### src/design/apsp_pkg.sv
`timescale 1ns / 1ps
// ----------------------------------------------------------------------------
// apsp_pkg
// Shared constants, codes and controller/datapath command types for the
// all-pairs shortest path unit.
// ----------------------------------------------------------------------------
package apsp_pkg;

    localparam int MAX_VERTICES_DEF = 64;

    localparam logic [6:0] VCOUNT_RESET = 7'd64;
    localparam logic [6:0] UNREACH_CODE = 7'd127;
    localparam logic [6:0] MAX_CODE     = 7'd126;
    localparam logic [6:0] DIST_SAT     = 7'd63;

    typedef enum logic [1:0] {
        MODE_CLEAR = 2'd0,
        MODE_EDGE  = 2'd1,
        MODE_RELAX = 2'd2,
        MODE_QUERY = 2'd3
    } t_mode;

    typedef enum logic [3:0] {
        DP_IDLE,
        DP_CLR,
        DP_EDGE_AB,
        DP_EDGE_BA,
        DP_FW_RD_IK,
        DP_FW_CHK,
        DP_FW_RD_J,
        DP_FW_WR_J,
        DP_Q_OUT,
        DP_DONE_OUT
    } t_dp_op;

    typedef struct packed {
        logic   accept;
        t_dp_op op;
    } t_dp_cmd;

    typedef struct packed {
        logic clr_last;
        logic ik_unreach;
        logic j_last;
        logic i_last;
        logic k_last;
    } t_dp_status;

    typedef enum logic [3:0] {
        S_INIT,
        S_IDLE,
        S_CLR,
        S_EDGE_AB,
        S_EDGE_BA,
        S_FW_IK,
        S_FW_CHK,
        S_FW_RD,
        S_FW_WR,
        S_QOUT,
        S_DONE
    } t_state;

endpackage

### src/design/apsp_ctrl.sv
`timescale 1ns / 1ps
// ----------------------------------------------------------------------------
// apsp_ctrl
// Sequencer for clearing, edge loads, relaxation and queries.
// ----------------------------------------------------------------------------
module apsp_ctrl (
    input  logic                 i_clk,
    input  logic                 i_rst_n,
    input  logic                 i_in_valid,
    input  logic [1:0]           i_mode,
    output logic                 o_in_ready,
    output logic                 o_out_valid,
    input  logic                 i_out_ready,
    output apsp_pkg::t_dp_cmd    o_cmd,
    input  apsp_pkg::t_dp_status i_status
);
    import apsp_pkg::*;

    t_state r_state, n_state;
    logic   r_out_valid, n_out_valid;
    logic   w_in_fire;

    always_ff @(posedge i_clk) begin
        if (!i_rst_n) begin
            r_state     <= S_INIT;
            r_out_valid <= 1'b0;
        end else begin
            r_state     <= n_state;
            r_out_valid <= n_out_valid;
        end
    end

    assign o_in_ready  = (r_state == S_IDLE) && (!r_out_valid || i_out_ready);
    assign w_in_fire   = i_in_valid && o_in_ready;
    assign o_out_valid = r_out_valid;

    always_comb begin
        n_state      = r_state;
        n_out_valid  = r_out_valid && !i_out_ready;
        o_cmd.accept = w_in_fire;
        o_cmd.op     = DP_IDLE;
        unique case (r_state)
            S_INIT: begin
                o_cmd.op = DP_CLR;
                if (i_status.clr_last) begin
                    n_state = S_IDLE;
                end
            end
            S_IDLE: begin
                if (w_in_fire) begin
                    unique case (t_mode'(i_mode))
                        MODE_CLEAR: n_state = S_CLR;
                        MODE_EDGE:  n_state = S_EDGE_AB;
                        MODE_RELAX: n_state = S_FW_IK;
                        MODE_QUERY: n_state = S_QOUT;
                        default:    n_state = S_IDLE;
                    endcase
                end
            end
            S_CLR: begin
                o_cmd.op = DP_CLR;
                if (i_status.clr_last) begin
                    n_state = S_DONE;
                end
            end
            S_EDGE_AB: begin
                o_cmd.op = DP_EDGE_AB;
                n_state  = S_EDGE_BA;
            end
            S_EDGE_BA: begin
                o_cmd.op = DP_EDGE_BA;
                n_state  = S_DONE;
            end
            S_FW_IK: begin
                o_cmd.op = DP_FW_RD_IK;
                n_state  = S_FW_CHK;
            end
            S_FW_CHK: begin
                o_cmd.op = DP_FW_CHK;
                if (!i_status.ik_unreach) begin
                    n_state = S_FW_RD;
                end else if (i_status.i_last && i_status.k_last) begin
                    n_state = S_DONE;
                end else begin
                    n_state = S_FW_IK;
                end
            end
            S_FW_RD: begin
                o_cmd.op = DP_FW_RD_J;
                n_state  = S_FW_WR;
            end
            S_FW_WR: begin
                o_cmd.op = DP_FW_WR_J;
                if (!i_status.j_last) begin
                    n_state = S_FW_RD;
                end else if (i_status.i_last && i_status.k_last) begin
                    n_state = S_DONE;
                end else begin
                    n_state = S_FW_IK;
                end
            end
            S_QOUT: begin
                o_cmd.op    = DP_Q_OUT;
                n_out_valid = 1'b1;
                n_state     = S_IDLE;
            end
            S_DONE: begin
                o_cmd.op    = DP_DONE_OUT;
                n_out_valid = 1'b1;
                n_state     = S_IDLE;
            end
            default: begin
                n_state = S_IDLE;
            end
        endcase
    end

endmodule

### config.mk
export PLATFORM = sky130hd
export DESIGN_NAME = apsp_ctrl
export DESIGN_NICKNAME = d
export VERILOG_FILES = /design/src/design/apsp_pkg.sv /design/src/design/apsp_ctrl.sv
export SDC_FILE = /design/constraint.sdc
export NUM_CORES = 1
export LEC_CHECK = 0
export ABC_AREA = 1
export BUFFER_PORTS_ARGS = -buffer_cell sky130_fd_sc_hd__buf_2
export CAP_MARGIN = 20
export CORE_AREA = 4 4 41 43
export DETAILED_ROUTE_END_ITERATION = 8
export DIE_AREA = 0 0 45 47
export PLACE_DENSITY_LB_ADDON = 0.1
export SYNTH_ARGS = -nofsm -noshare
export SYNTH_HDL_FRONTEND = slang
export SYNTH_SLANG_ARGS = --single-unit
### constraint.sdc
create_clock -name i_clk -period 1.3 [get_ports i_clk]
set_input_delay 0.26 -clock i_clk [delete_from_list [all_inputs] [get_ports i_clk]]
set_output_delay 0.26 -clock i_clk [all_outputs]
set_load 0.03 [all_outputs]
# Word-level counts from Yosys, hierarchy flattened
# Cells that the tools add are included.
dict set report word_totals {
  reg_bits 5
  input_bits 11
  output_inout_bits 7
  wordCells 40
}
dict set report classes {
  eq_ne 16
  muxes 10
  reduce_logical 12
}
# op count
set ops {}
lappend ops {{$pmux 4 s9} 2}
lappend ops {{$mux 4} 6}
lappend ops {{$eq 4x3->1 const B} 4}
lappend ops {{$pmux 4 s4} 1}
lappend ops {{$eq 4x4->1 const B} 3}
lappend ops {{$eq 4x2->1 const B} 2}
lappend ops {{$ne 2x2->1 const B} 3}
lappend ops {{$eq 2x2->1 const B} 2}
lappend ops {{$eq 4x1->1 const B} 1}
lappend ops {{$logic_and 1x1->1} 4}
lappend ops {{$logic_not 4->1} 1}
lappend ops {{$reduce_or 2->1} 2}
lappend ops {{$reduce_and 3->1} 1}
lappend ops {{$eq 2x1->1 const B} 1}
lappend ops {{$logic_not 1->1} 2}
lappend ops {{$logic_not 2->1} 1}
lappend ops {{$logic_or 1x1->1} 1}
lappend ops {{$mux 1} 1}

# Depth between registers and ports, before layout
dict set report depth {
  word_depth 6
  depth_mapped 8
  depth_no_buf 8
}

# Worst setup path after synthesis
# No wires, ideal clock.
dict set report synth_path {
  path_kind {reg-to-output}
  from {register r_state[0]}
  to {output port o_cmd[1] in the netlist's numbering}
  arrival_ns 1.235
  required_ns 1.040
  setup_slack_ns -0.195
  path_stages_with_launch 6
  n_path_buf 0
  path_cell_list {dfxtp_1 nor2_2 inv_1 nand2_1 o21ai_0 a21oi_1}
}
# element line
set synth_lines {}
lappend synth_lines {{start, declared} apsp_ctrl.sv:19} ;# t_state r_state, n_state;
lappend synth_lines {{start signal, assigned} apsp_ctrl.sv:28} ;# r_state <= n_state;
lappend synth_lines {{end, declared} apsp_ctrl.sv:14} ;# output apsp_pkg::t_dp_cmd o_cmd,

==> metrics <==
outcome finished with violations; failing checks setup timing; Worst-Skew Late Latency 0.25 ns; Setup crit start kind flip-flop; total track usage 15.54%; H-tree levels 1; HP Start i_in_valid; Residual DRC 0; share of the synthesized area in the top cell type 20.00%; max_slew headroom 85.10%; peak supply drop 1.378 mV; max-slew violations 0; post-route minimum period 1.462 ns; IO Port Bufs 17; synth top area cells dfxtp_1 20%, nand2_1 19%, nor2_1 9.7%, nand3_1 9.0%, inv_1 6.8%; Hold Buf Count CTS 0; FF-to-FF Start r_state[1]; Vias/cell 4.623; final period utilization 112.5%; worst hold path class in -> reg; post-DP HPWL 1042 µm; total power divided by cell area 2066 nW/µm²; Detailed Routing Iterations Pass 1 4; initial drt markers 10; FF-to-FF setup slack 0.05 ns; vias in the first global route 607; via count 675; Endpoint, Worst Hold r_state[0]; top fanout value on the critical path 5; reg2reg end r_state[3]; final net count 143; Placed Cells 133; Initial Util 38.46%; WP buf/inv 1; Fill cells 122; post-DR wirelength/cell 10.82 µm; Mapped Area 500.5 µm²; crit-path max cell delay 0.39 ns; flops & latches, synth 5; Fin. Hold Viols 0; # rows 13; grt ovf 0; first-pass GRT wire length 2373 µm; cell family with most CP delay flip-flops; Seq/Total Area, Yosys 20.00%; reg2reg path depth 8; post-synth top area cell dfxtp_1; syn_area_per_cell 5.561 µm²; Crit. End Element output pin; total of max-cap violations 0; Die Area 2115 µm²; Reg area 112.6 µm²; largest net degree at the start of global routing 7; leakage power 0.4751 nW; core box area 1301 µm²; post-layout util 70.87%; antenna violations before repair 0; Clock transition at path regs 0.05 ns; clk_skew 0.002406 ns; Mapped Cells 90; Layout Cells excl Fill 146; Max clock buf depth 2; slowest CP cell dfxtp_4; Setup WS post-layout -0.1622 ns; commonest non-fill, non-tap cells in the layout 21 x nand2_1, 17 x buf_4, 11 x buf_2; distinct cell type count of the synthesized netlist 18; Area Overhead vs Synth 84.25%; clock tree sinks 5; ANT nets after route 0; # setup viols final 6; Data arrival, critical path 1.20 ns; WP data required 1.04 ns; multi-input logic area 410.4 µm²; ANT cells 0; Worst Hold Depth 4; RSZ-0062 raised after global routing yes; critical path cell sequence nand2_1, nand2_4, o21ai_2, a21oi_2, buf_6; final WL 1580 µm; ratio of cells with drive above 1 in the final layout 58.02%; Setup TNS Final -0.7265 ns; post-synthesis net count 101; die height 47 µm; worst slack at placement -0.02164 ns; total power 1.905 mW; cts bufs inserted 3; gp weighted congestion 0.8043; critical path type reg -> out; io pins 18; Root Driver clkbuf_4; die width 45 µm; YS warnings 0; Least-Margin Pin Slew 0.2218 ns; CTS tree done; Fmax 683.9 MHz; most common cell after layout, fill and taps aside nand2_1
==> layout make-up <==
cell class / instances / area share, %
Tap cell: 15 / 2.035
Multi-Input combinational cell: 69 / 44.50
Clock buffer: 4 / 2.849
Inverter: 15 / 6.377
Sequential cell: 5 / 12.21
Timing Repair Buffer: 38 / 32.02
==> kinds of logic (layout without fill, tap and decap cells) <==
group | Yosys count | in the layout | share of synthesized area [%]
AND/OR/NAND/NOR | 60 | 60 | 55.50
buffers and inverters | 16 | 57 | 12.75
AO/OA/AOI/OAI | 9 | 9 | 11.75
flip-flops | 5 | 5 | 20.00
==> report_power, final <==
part | total [mW] | leakage (nW) | switching (mW) | internal [mW]
clock network | 0.193 | 0.0150 | 0.0758 | 0.117
registers | 0.283 | 0.0433 | 0.0753 | 0.208
logic | 1.43 | 0.417 | 0.737 | 0.693
==> registers in the layout, indices dropped and copies added (netlist names) <==
name,count
r_state,4
o_out_valid,1
==> layer usage <==
layer  GRT usage (%)  wire [µm]  vias to the layer above
met5               0          0                        -
met1           19.00        677                      287
li1                -          -                      361
met2           26.84        799                       23
met4           7.018         31                        0
met3           2.299         72                        4
==> Yosys cell counts <==
cell	n
nand2_1	26
nor2_1	13
inv_1	9
nand3_1	9
inv_2	6
dfxtp_1	5
nor2_2	5
a21oi_1	4
a21oi_2	3
nor2_4	2
a21boi_0	1
buf_4	1
nand2_2	1
nand3b_1	1
nor3_1	1
nor3b_1	1
o21ai_0	1
or2_1	1
==> metrics by stage <==
step / hold slack, ns / area (µm²)
6_report: 0.2993 / 922.1
5_1_grt: 0.2930 / 922.1
4_1_cts: 0.3007 / 843.3
3_5_place_dp: 0.5688 / 693.2
3_3_place_gp: 0.5698 / 693.2
2_1_floorplan: 0.4513 / 506.7
==> tightest hold or removal path: stages <==
cell	delay (ns)
buf_2	0.09
a21oi_2	0.06
inv_1	0.06
a21oi_2	0.05
==> worst max path at each step <==
stage | endpoint | depth (start not counted) | start
floorplan | o_cmd[1] | 5 | r_state[0]
global route | o_cmd[4] | 5 | r_state[0]
detailed placement | o_cmd[4] | 5 | r_state[0]
CTS | o_cmd[4] | 5 | r_state[0]
global placement | o_cmd[4] | 5 | r_state[0]
finish | o_cmd[1] | 5 | r_state[1]
==> repair_timing <==
| item | in CTS | in global routing |
|---|---|---|
| pin swaps | 4 | 11 |
| endpoints found under the setup margin | 6 | 10 |
| resized for setup | 26 | 19 |
| setup buffers | 7 | 3 |
No activity file was read; power rests on OpenSTA's default activity.
